<file path="config.mk">
export PLATFORM = sky130hd
export DESIGN_NAME = streaming_top_k_select_flat
export DESIGN_NICKNAME = d
export VERILOG_FILES = /design/src/rtl/core/stks_pkg.sv /design/src/rtl/core/stks_if.sv /design/src/rtl/core/stks_cell.sv /design/src/rtl/core/streaming_top_k_select.sv /design/src/flat_wrapper.sv
export SDC_FILE = /design/constraint.sdc
export NUM_CORES = 2
export LEC_CHECK = 0
export ABC_CLOCK_PERIOD_IN_PS = 12200
export BUFFER_PORTS_ARGS = -buffer_cell sky130_fd_sc_hd__buf_2
export CAP_MARGIN = 5
export CORE_ASPECT_RATIO = 0.6
export CORE_MARGIN = 2
export CORE_UTILIZATION = 65
export DETAILED_ROUTE_END_ITERATION = 10
export PLACE_DENSITY_LB_ADDON = 0.08
export SYNTH_ARGS = -nofsm -noshare
export SYNTH_HDL_FRONTEND = slang
export SYNTH_SLANG_ARGS = --single-unit
</file>
<file path="constraint.sdc">
create_clock -name clk -period 12.2 [get_ports clk]
set_input_delay 1.83 -clock clk [delete_from_list [all_inputs] [get_ports clk]]
set_output_delay 1.83 -clock clk [all_outputs]
set_load 0.01 [all_outputs]
</file>
<file path="src/rtl/core/stks_pkg.sv">
// shared types and constants of the streaming top-k select block
`default_nettype none
package stks_pkg;

	localparam int KEEP_W = 5;
	localparam logic [KEEP_W-1:0] KEEP_RESET = 5'd10;

	typedef struct packed {
		logic wr;
		logic shift;
	} cell_ctl_t;

endpackage
`default_nettype wire

</file>
<file path="src/rtl/core/stks_if.sv">
// score and kept-entry channel interfaces of the streaming top-k select block
`default_nettype none
interface stks_score_if #(
	parameter int SCORE_WIDTH = 32
);
	logic                   valid;
	logic                   ready;
	logic [SCORE_WIDTH-1:0] score;
	logic                   end_of_row;

	modport source (output valid, output score, output end_of_row, input ready);
	modport sink (input valid, input score, input end_of_row, output ready);
endinterface

interface stks_kept_if #(
	parameter int SCORE_WIDTH    = 32,
	parameter int POSITION_WIDTH = 16
);
	logic                      valid;
	logic                      ready;
	logic [SCORE_WIDTH-1:0]    kept_score;
	logic [POSITION_WIDTH-1:0] element_index;
	logic                      last_of_list;

	modport source (output valid, output kept_score, output element_index,
		output last_of_list, input ready);
	modport sink (input valid, input kept_score, input element_index,
		input last_of_list, output ready);
endinterface
`default_nettype wire

</file>
<file path="src/rtl/core/stks_cell.sv">
// one slot of the kept-score chain with its stage of the minimum search
`default_nettype none
module stks_cell #(
	parameter int SCORE_WIDTH    = 32,
	parameter int POSITION_WIDTH = 16,
	parameter int IDX_W          = 4,
	parameter int CELL_INDEX     = 0
) (
	input  wire                      clk,
	input  wire                      arst_n,
	input  wire stks_pkg::cell_ctl_t ctl,
	input  wire                      used,
	input  wire [SCORE_WIDTH-1:0]    wr_score,
	input  wire [POSITION_WIDTH-1:0] wr_pos,
	input  wire [SCORE_WIDTH-1:0]    nxt_score,
	input  wire [POSITION_WIDTH-1:0] nxt_pos,
	input  wire                      min_in_act,
	input  wire [SCORE_WIDTH-1:0]    min_in_score,
	input  wire [IDX_W-1:0]          min_in_idx,
	output logic                     min_out_act,
	output logic [SCORE_WIDTH-1:0]   min_out_score,
	output logic [IDX_W-1:0]         min_out_idx,
	output logic [SCORE_WIDTH-1:0]   score,
	output logic [POSITION_WIDTH-1:0] pos
);

	logic [SCORE_WIDTH-1:0]    score_q;
	logic [POSITION_WIDTH-1:0] pos_q;
	logic                      act_q;
	logic [SCORE_WIDTH-1:0]    min_score_q;
	logic [IDX_W-1:0]          min_idx_q;
	logic                      take_own;

	// slot contents
	always_ff @(posedge clk) begin
		if (ctl.wr) begin
			score_q <= wr_score;
			pos_q   <= wr_pos;
		end else if (ctl.shift) begin
			score_q <= nxt_score;
			pos_q   <= nxt_pos;
		end
	end

	// running minimum, strictly less keeps the earlier slot on ties
	assign take_own = used && (score_q < min_in_score);

	always_ff @(posedge clk or negedge arst_n) begin
		if (!arst_n) begin
			act_q <= 1'b0;
		end else begin
			act_q <= min_in_act;
		end
	end

	always_ff @(posedge clk) begin
		if (take_own) begin
			min_score_q <= score_q;
			min_idx_q   <= IDX_W'(CELL_INDEX);
		end else begin
			min_score_q <= min_in_score;
			min_idx_q   <= min_in_idx;
		end
	end

	assign min_out_act   = act_q;
	assign min_out_score = min_score_q;
	assign min_out_idx   = min_idx_q;
	assign score         = score_q;
	assign pos           = pos_q;

endmodule
`default_nettype wire

</file>
<file path="src/rtl/core/streaming_top_k_select.sv">
// streaming top-k select: keeps the largest scores of each row and lists them at row end
//
// scores: one request per score, end_of_row on the last score of a row.
// kept: at row end one request per kept slot, in slot order, last_of_list on
//   the final one; a row always yields at least one entry.
// keep_count_we / keep_count: how many scores are kept, 0 acts as 1 and values
//   above MAX_KEEP act as MAX_KEEP; write only while the block is idle.
// a score that lands in a free slot is written as it is taken; once the slots are full
//   the minimum search token enters the cell chain the cycle after the request
//   and walks it one cell per cycle before the replacement is written.
// scores are not taken while a search or a row listing is in progress.
// listing: the first entry is offered the cycle after the row's last score
//   settles, then one entry per cycle while the receiver is ready; each taken
//   entry shifts the chain by one cell, so a stalled receiver holds the current entry.
// reset empties all slots, restarts the row position and sets keep_count to 10.
// positions count from 0 and saturate at the maximum of POSITION_WIDTH bits.
`default_nettype none
module streaming_top_k_select #(
	parameter int MAX_KEEP       = 16,
	parameter int POSITION_WIDTH = 16,
	parameter int SCORE_WIDTH    = 32
) (
	input  wire                             clk,
	input  wire                             arst_n,
	input  wire                             keep_count_we,
	input  wire [stks_pkg::KEEP_W-1:0]      keep_count,
	stks_score_if.sink                      scores,
	stks_kept_if.source                     kept
);

	localparam int CNT_W = $clog2(MAX_KEEP + 1);
	localparam int IDX_W = (MAX_KEEP > 1) ? $clog2(MAX_KEEP) : 1;
	localparam int CMP_W = ((CNT_W > stks_pkg::KEEP_W) ? CNT_W : stks_pkg::KEEP_W) + 1;

	typedef enum logic [2:0] {
		ST_IDLE   = 3'b001,
		ST_SEARCH = 3'b010,
		ST_EMIT   = 3'b100
	} state_t;

	state_t                      state_q;
	logic [stks_pkg::KEEP_W-1:0] keep_q;
	logic [CNT_W-1:0]            filled_q;
	logic [POSITION_WIDTH-1:0]   row_pos_q;
	logic                        start_q;
	logic [SCORE_WIDTH-1:0]      s_q;
	logic [POSITION_WIDTH-1:0]   p_q;
	logic                        eor_q;

	logic [CMP_W-1:0]            k_eff;
	logic                        acc;
	logic                        do_fill;
	logic                        replace;
	logic                        out_hs;
	logic [SCORE_WIDTH-1:0]      wd_score;
	logic [POSITION_WIDTH-1:0]   wd_pos;

	logic                        m_act   [0:MAX_KEEP];
	logic [SCORE_WIDTH-1:0]      m_score [0:MAX_KEEP];
	logic [IDX_W-1:0]            m_idx   [0:MAX_KEEP];
	logic [SCORE_WIDTH-1:0]      slot_score [0:MAX_KEEP-1];
	logic [POSITION_WIDTH-1:0]   slot_pos   [0:MAX_KEEP-1];
	stks_pkg::cell_ctl_t         ctl        [0:MAX_KEEP-1];

	always_comb begin
		if (keep_q == '0) begin
			k_eff = CMP_W'(1);
		end else if (CMP_W'(keep_q) > CMP_W'(MAX_KEEP)) begin
			k_eff = CMP_W'(MAX_KEEP);
		end else begin
			k_eff = CMP_W'(keep_q);
		end
	end

	assign scores.ready = (state_q == ST_IDLE);
	assign acc          = scores.valid && scores.ready;
	assign do_fill      = CMP_W'(filled_q) < k_eff;
	assign replace      = m_act[MAX_KEEP] && (s_q > m_score[MAX_KEEP]);
	assign out_hs       = kept.valid && kept.ready;
	assign wd_score     = (state_q == ST_SEARCH) ? s_q : scores.score;
	assign wd_pos       = (state_q == ST_SEARCH) ? p_q : row_pos_q;

	assign kept.valid         = (state_q == ST_EMIT);
	assign kept.kept_score    = slot_score[0];
	assign kept.element_index = slot_pos[0];
	assign kept.last_of_list  = (filled_q == CNT_W'(1));

	// search token enters with the largest score and index 0, so slot 0 is the first candidate
	assign m_act[0]   = start_q;
	assign m_score[0] = '1;
	assign m_idx[0]   = '0;

	genvar j;
	generate
		for (j = 0; j < MAX_KEEP; j++) begin : g_cell
			logic [SCORE_WIDTH-1:0]    nxt_score;
			logic [POSITION_WIDTH-1:0] nxt_pos;

			if (j == MAX_KEEP - 1) begin : g_tail
				assign nxt_score = slot_score[j];
				assign nxt_pos   = slot_pos[j];
			end else begin : g_body
				assign nxt_score = slot_score[j+1];
				assign nxt_pos   = slot_pos[j+1];
			end

			assign ctl[j].wr = (acc && do_fill && (filled_q == CNT_W'(j)))
				|| (replace && (m_idx[MAX_KEEP] == IDX_W'(j)));
			assign ctl[j].shift = out_hs;

			stks_cell #(
				.SCORE_WIDTH    (SCORE_WIDTH),
				.POSITION_WIDTH (POSITION_WIDTH),
				.IDX_W          (IDX_W),
				.CELL_INDEX     (j)
			) u_cell (
				.clk           (clk),
				.arst_n        (arst_n),
				.ctl           (ctl[j]),
				.used          (CNT_W'(j) < filled_q),
				.wr_score      (wd_score),
				.wr_pos        (wd_pos),
				.nxt_score     (nxt_score),
				.nxt_pos       (nxt_pos),
				.min_in_act    (m_act[j]),
				.min_in_score  (m_score[j]),
				.min_in_idx    (m_idx[j]),
				.min_out_act   (m_act[j+1]),
				.min_out_score (m_score[j+1]),
				.min_out_idx   (m_idx[j+1]),
				.score         (slot_score[j]),
				.pos           (slot_pos[j])
			);
		end
	endgenerate

	always_ff @(posedge clk or negedge arst_n) begin
		if (!arst_n) begin
			keep_q <= stks_pkg::KEEP_RESET;
		end else if (keep_count_we) begin
			keep_q <= keep_count;
		end
	end

	always_ff @(posedge clk or negedge arst_n) begin
		if (!arst_n) begin
			state_q   <= ST_IDLE;
			filled_q  <= '0;
			row_pos_q <= '0;
			start_q   <= 1'b0;
		end else begin
			start_q <= acc && !do_fill;
			unique case (state_q)
				ST_IDLE: begin
					if (acc) begin
						if (row_pos_q != '1) begin
							row_pos_q <= row_pos_q + POSITION_WIDTH'(1);
						end
						if (do_fill) begin
							filled_q <= filled_q + CNT_W'(1);
							if (scores.end_of_row) begin
								state_q <= ST_EMIT;
							end
						end else begin
							state_q <= ST_SEARCH;
						end
					end
				end
				ST_SEARCH: begin
					if (m_act[MAX_KEEP]) begin
						state_q <= eor_q ? ST_EMIT : ST_IDLE;
					end
				end
				ST_EMIT: begin
					if (out_hs) begin
						filled_q <= filled_q - CNT_W'(1);
						if (filled_q == CNT_W'(1)) begin
							state_q   <= ST_IDLE;
							row_pos_q <= '0;
						end
					end
				end
				default: begin
					state_q <= ST_IDLE;
				end
			endcase
		end
	end

	// request held while the search runs
	always_ff @(posedge clk) begin
		if (acc) begin
			s_q   <= scores.score;
			p_q   <= row_pos_q;
			eor_q <= scores.end_of_row;
		end
	end

	a_fill_bound: assert property (@(posedge clk) disable iff (!arst_n)
		filled_q <= CNT_W'(MAX_KEEP))
		else $error("slot count beyond chain length");

	a_token_in_search: assert property (@(posedge clk) disable iff (!arst_n)
		m_act[MAX_KEEP] |-> (state_q == ST_SEARCH))
		else $error("search token outside a search");

	a_emit_nonempty: assert property (@(posedge clk) disable iff (!arst_n)
		kept.valid |-> (filled_q != '0))
		else $error("listing with no filled slot");

	a_row_cleared: assert property (@(posedge clk) disable iff (!arst_n)
		(out_hs && kept.last_of_list) |=> ((filled_q == '0) && (row_pos_q == '0)))
		else $error("row state not cleared after listing");

	a_search_starts_full: assert property (@(posedge clk) disable iff (!arst_n)
		start_q |-> (filled_q != '0))
		else $error("search started on empty chain");

endmodule
`default_nettype wire
</file>
<file path="src/flat_wrapper.sv">
// flat-port wrapper written by rule: the top's interface ports become plain ports
module streaming_top_k_select_flat 
#(
	parameter int MAX_KEEP       = 16,
	parameter int POSITION_WIDTH = 16,
	parameter int SCORE_WIDTH    = 32
)
  (clk, arst_n, keep_count_we, keep_count, scores_valid, scores_score, scores_end_of_row, scores_ready, kept_valid, kept_kept_score, kept_element_index, kept_last_of_list, kept_ready);
  stks_score_if #(.SCORE_WIDTH(SCORE_WIDTH)) scores_i ();
  stks_kept_if #(.SCORE_WIDTH(SCORE_WIDTH), .POSITION_WIDTH(POSITION_WIDTH)) kept_i ();
  input  wire clk;
  input  wire arst_n;
  input  wire keep_count_we;
  input  wire [stks_pkg::KEEP_W-1:0] keep_count;
  input wire logic [$bits(scores_i.valid)-1:0] scores_valid;
  input wire logic [$bits(scores_i.score)-1:0] scores_score;
  input wire logic [$bits(scores_i.end_of_row)-1:0] scores_end_of_row;
  output wire logic [$bits(scores_i.ready)-1:0] scores_ready;
  output wire logic [$bits(kept_i.valid)-1:0] kept_valid;
  output wire logic [$bits(kept_i.kept_score)-1:0] kept_kept_score;
  output wire logic [$bits(kept_i.element_index)-1:0] kept_element_index;
  output wire logic [$bits(kept_i.last_of_list)-1:0] kept_last_of_list;
  input wire logic [$bits(kept_i.ready)-1:0] kept_ready;
  assign scores_i.valid = scores_valid;
  assign scores_i.score = scores_score;
  assign scores_i.end_of_row = scores_end_of_row;
  assign scores_ready = scores_i.ready;
  assign kept_valid = kept_i.valid;
  assign kept_kept_score = kept_i.kept_score;
  assign kept_element_index = kept_i.element_index;
  assign kept_last_of_list = kept_i.last_of_list;
  assign kept_i.ready = kept_ready;
  streaming_top_k_select #(.MAX_KEEP(MAX_KEEP), .POSITION_WIDTH(POSITION_WIDTH), .SCORE_WIDTH(SCORE_WIDTH)) u_core (.clk(clk), .arst_n(arst_n), .keep_count_we(keep_count_we), .keep_count(keep_count), .scores(scores_i), .kept(kept_i));
endmodule
</file>
==> impl_metrics.json <==
{
  "drt-total-wl_um": 157000,
  "num_antenna_cells": 0,
  "slew_viol_final": 0,
  "drc_errors": 0,
  "crit_end": "u_core.g_cell[6].u_cell.score[5]",
  "critical_path_arrival_ns": 5.29,
  "clk_latency_ns": 0.76,
  "worst_pin_slew_ns": 1.39,
  "hold_violations": 0,
  "dr_total_vias": 41600,
  "final_cell_area_um2": 74400,
  "syn2layout_area_growth_pct": 8.56,
  "end_kind": "register",
  "cts_setup_buffers": 0,
  "clk_path_buf_depth": 3,
  "fmax_mhz": 203,
  "rows": 92,
  "post_cts_resized": 0,
  "path_max_fanout": 49,
  "final_common_cell": "mux2_2",
  "yosysWarnings": 0,
  "r2r-end": "u_core.g_cell[6].u_cell.score[5]",
  "ys_ff_latch": 1424,
  "setup_tns_ns": 0,
  "cts_tree": "done",
  "grt_setup_unrepaired": "false",
  "avgSynthCellArea_um2": 13.1,
  "die_h_um": 255,
  "ir_drop_v": 0.000147,
  "period_needed_ns": 4.92,
  "p_leak_nw": 29.8,
  "die_x_um": 423,
  "synth.largest_area_cell": "edfxtp_1",
  "fin_util_pct": 71.0,
  "dp_slack_ns": 7.18,
  "r2r-start": "u_core.s_q[1]",
  "antenna_found_initial": 7,
  "fin_skew_ns": 0.0213,
  "io_pins": 94,
  "grt.overflow.total": 0,
  "grt_pass1_vias": 41000,
  "seq_area_frac_synth_pct": 53.9,
  "syn_nets": 5773,
  "synth_top_area_share_pct": 35.8,
  "initial_core_util_pct": 65.4,
  "ant_nets": 0,
  "max-cap-violations": 0,
  "worstPathRequired_ns": 12.57,
  "start_kind": "register",
  "drt-initial-drc-count": 4138,
  "portBuffers": 93,
  "final_nets": 5821,
  "fp.coreArea_um2": 105000,
  "stdcell_count": 6788,
  "cts-htree-levels": 4,
  "wire_per_inst_um": 23.1,
  "synth_edf_count": 817,
  "ys.flop_type": "edfxtp_1",
  "grt_pass1_wl_um": 242000,
  "synthCells": 5223,
  "die_area_um2": 108000,
  "final_layout_size_suffix_gt1_share_pct": 29.5,
  "dp.cells": 6543,
  "crit_start": "u_core.s_q[1]",
  "clock-root-buffer": "clkbuf_16",
  "hold_ws_ns": 0.348,
  "track_usage_pct": 28.8,
  "reg2reg_depth": 9,
  "slew_headroom_pct": 7.20,
  "syn_area_um2": 68500,
  "grt_start_max_net_pins": 68,
  "setup_ws_ns": 7.28,
  "holdCritPathClass": "register to register",
  "cts_sinks": 1424,
  "path_clk_slew_ns": 0.06,
  "yosys-top-cells-area": "edfxtp_1 36%, mux2_2 17%, dfxtp_1 16%",
  "timing.final.crit_share_pct": 40.3,
  "drt-pass1-iter-count": 6,
  "power_mw": 17.3,
  "final_cell_mix": "1061 x mux2_2, 817 x edfxtp_1, 561 x dfxtp_1, 515 x inv_1, 507 x ha_1",
  "p_per_area_nw_per_um2": 233,
  "place.gp.congestion": 0.950,
  "outcome": "finished, final reports clean",
  "ys_types": 83,
  "cts_buffers": 134,
  "placed_area_um2": 70000,
  "cts_hold_buf": 0,
  "setup_viol": 0,
  "r2r_slack_ns": 7.28,
  "via_per_inst": 6.13,
  "crit_type": "register to register",
  "synthArstFlopShare_pct": 3.23,
  "dpl.hpwl_um": 116000
}
how the worst min path moves through the flow:
stage | depth (start not counted) | to | startpoint
after floorplan | 0 | u_core.g_cell[0].u_cell.min_out_act | u_core.start_q
after global placement | 0 | u_core.g_cell[13].u_cell.min_out_act | u_core.g_cell[12].u_cell.min_out_act
after global routing | 0 | u_core.g_cell[3].u_cell.min_out_act | u_core.g_cell[2].u_cell.min_out_act
after detailed placement | 0 | u_core.g_cell[2].u_cell.min_out_act | u_core.g_cell[1].u_cell.min_out_act
final | 0 | u_core.g_cell[3].u_cell.min_out_act | u_core.g_cell[2].u_cell.min_out_act
after CTS | 0 | u_core.g_cell[2].u_cell.min_out_act | u_core.g_cell[1].u_cell.min_out_act
state kept, by name, summed over array words and instances, names as in the netlist:
signal,count
u_core.g_cell.u_cell.min_out_idx,49
u_core.state_q,3
u_core.start_q,1
u_core.g_cell.u_cell.min_out_score,512
u_core.s_q,32
u_core.row_pos_q,16
u_core.eor_q,1
u_core.filled_q,5
u_core.g_cell.u_cell.score,512
u_core.g_cell.u_cell.pos,256
u_core.p_q,16
u_core.keep_q,5
u_core.g_cell.u_cell.min_out_act,16
worst max-delay path, stage by stage, from the launching register on:
cell and delay, ns:
edfxtp_1 0.39, ha_1 0.31, nor2b_1 0.12, o211ai_1 0.13, a2111oi_0 0.70, nor3_1 0.29, o32ai_2 0.57, a32o_2 0.30
buf_4 0.58, nand2b_2 1.10
report_power, final:
part / leakage [nW] / total, mW / internal [mW] / switching (mW)
combinational: 14.9 / 5.93 / 2.61 / 3.32
sequential: 12.7 / 7.19 / 6.45 / 0.741
clock: 2.11 / 4.21 / 2.40 / 1.81
Yosys cell counts, types with 17 or more instances:
| cell type | n |
|---|---|
| a21oi_1 | 137 |
| dfrtp_1 | 43 |
| a21o_1 | 62 |
| nor2b_1 | 25 |
| edfxtp_1 | 817 |
| nand2_1 | 159 |
| buf_6 | 25 |
| nor3_1 | 21 |
| nand4_1 | 122 |
| mux2_2 | 1061 |
| nand2b_1 | 70 |
| nand3_1 | 73 |
| buf_4 | 34 |
| and2_1 | 41 |
| o21ai_0 | 136 |
| o2111ai_1 | 34 |
| nor2_1 | 92 |
| mux2_4 | 108 |
| a2111oi_0 | 17 |
| inv_1 | 516 |
| a221oi_1 | 38 |
| buf_2 | 52 |
| o21a_1 | 25 |
| nor3b_1 | 33 |
| a211oi_1 | 34 |
| and3_1 | 17 |
| ha_1 | 507 |
| o211ai_1 | 42 |
| mux2_1 | 19 |
| clkbuf_1 | 119 |
| dfxtp_1 | 561 |
| or2_2 | 18 |
logic make-up (layout without fill, tap and decap cells):
kind of cell	count (synthesis)	count (layout)	share of synthesized area (%)
multiplexers	1188	1188	20.1
XOR/XNOR	5	5	0.0639
buffers and inverters	760	915	4.80
adder cells (fa/ha/maj)	507	507	9.26
AO/OA/AOI/OAI	632	632	6.40
AND/OR/NAND/NOR	707	707	5.48
flip-flops	1424	1424	53.9
metal layers:
layer	vias to the layer above	wire [µm]	part of all wire, %	GRT usage, %
li1	19300	-	-	-
met1	20700	78700	50	46.8
met2	1351	62700	40	38.9
met3	215	12300	7.9	5.44
met4	0	2870	1.8	7.50
met5	-	0	0	0
area by class of cell:
type,count,area (µm²)
Inverter,517,1940
Timing Repair Buffer,155,956
Fill cell,7219,30400
Clock inverter,40,399
Clock buffer,203,3940
Multi-Input combinational cell,3039,28500
Sequential cell,1424,36900
Tap cell,1410,1760
Power figures use the tool's default switching activity.
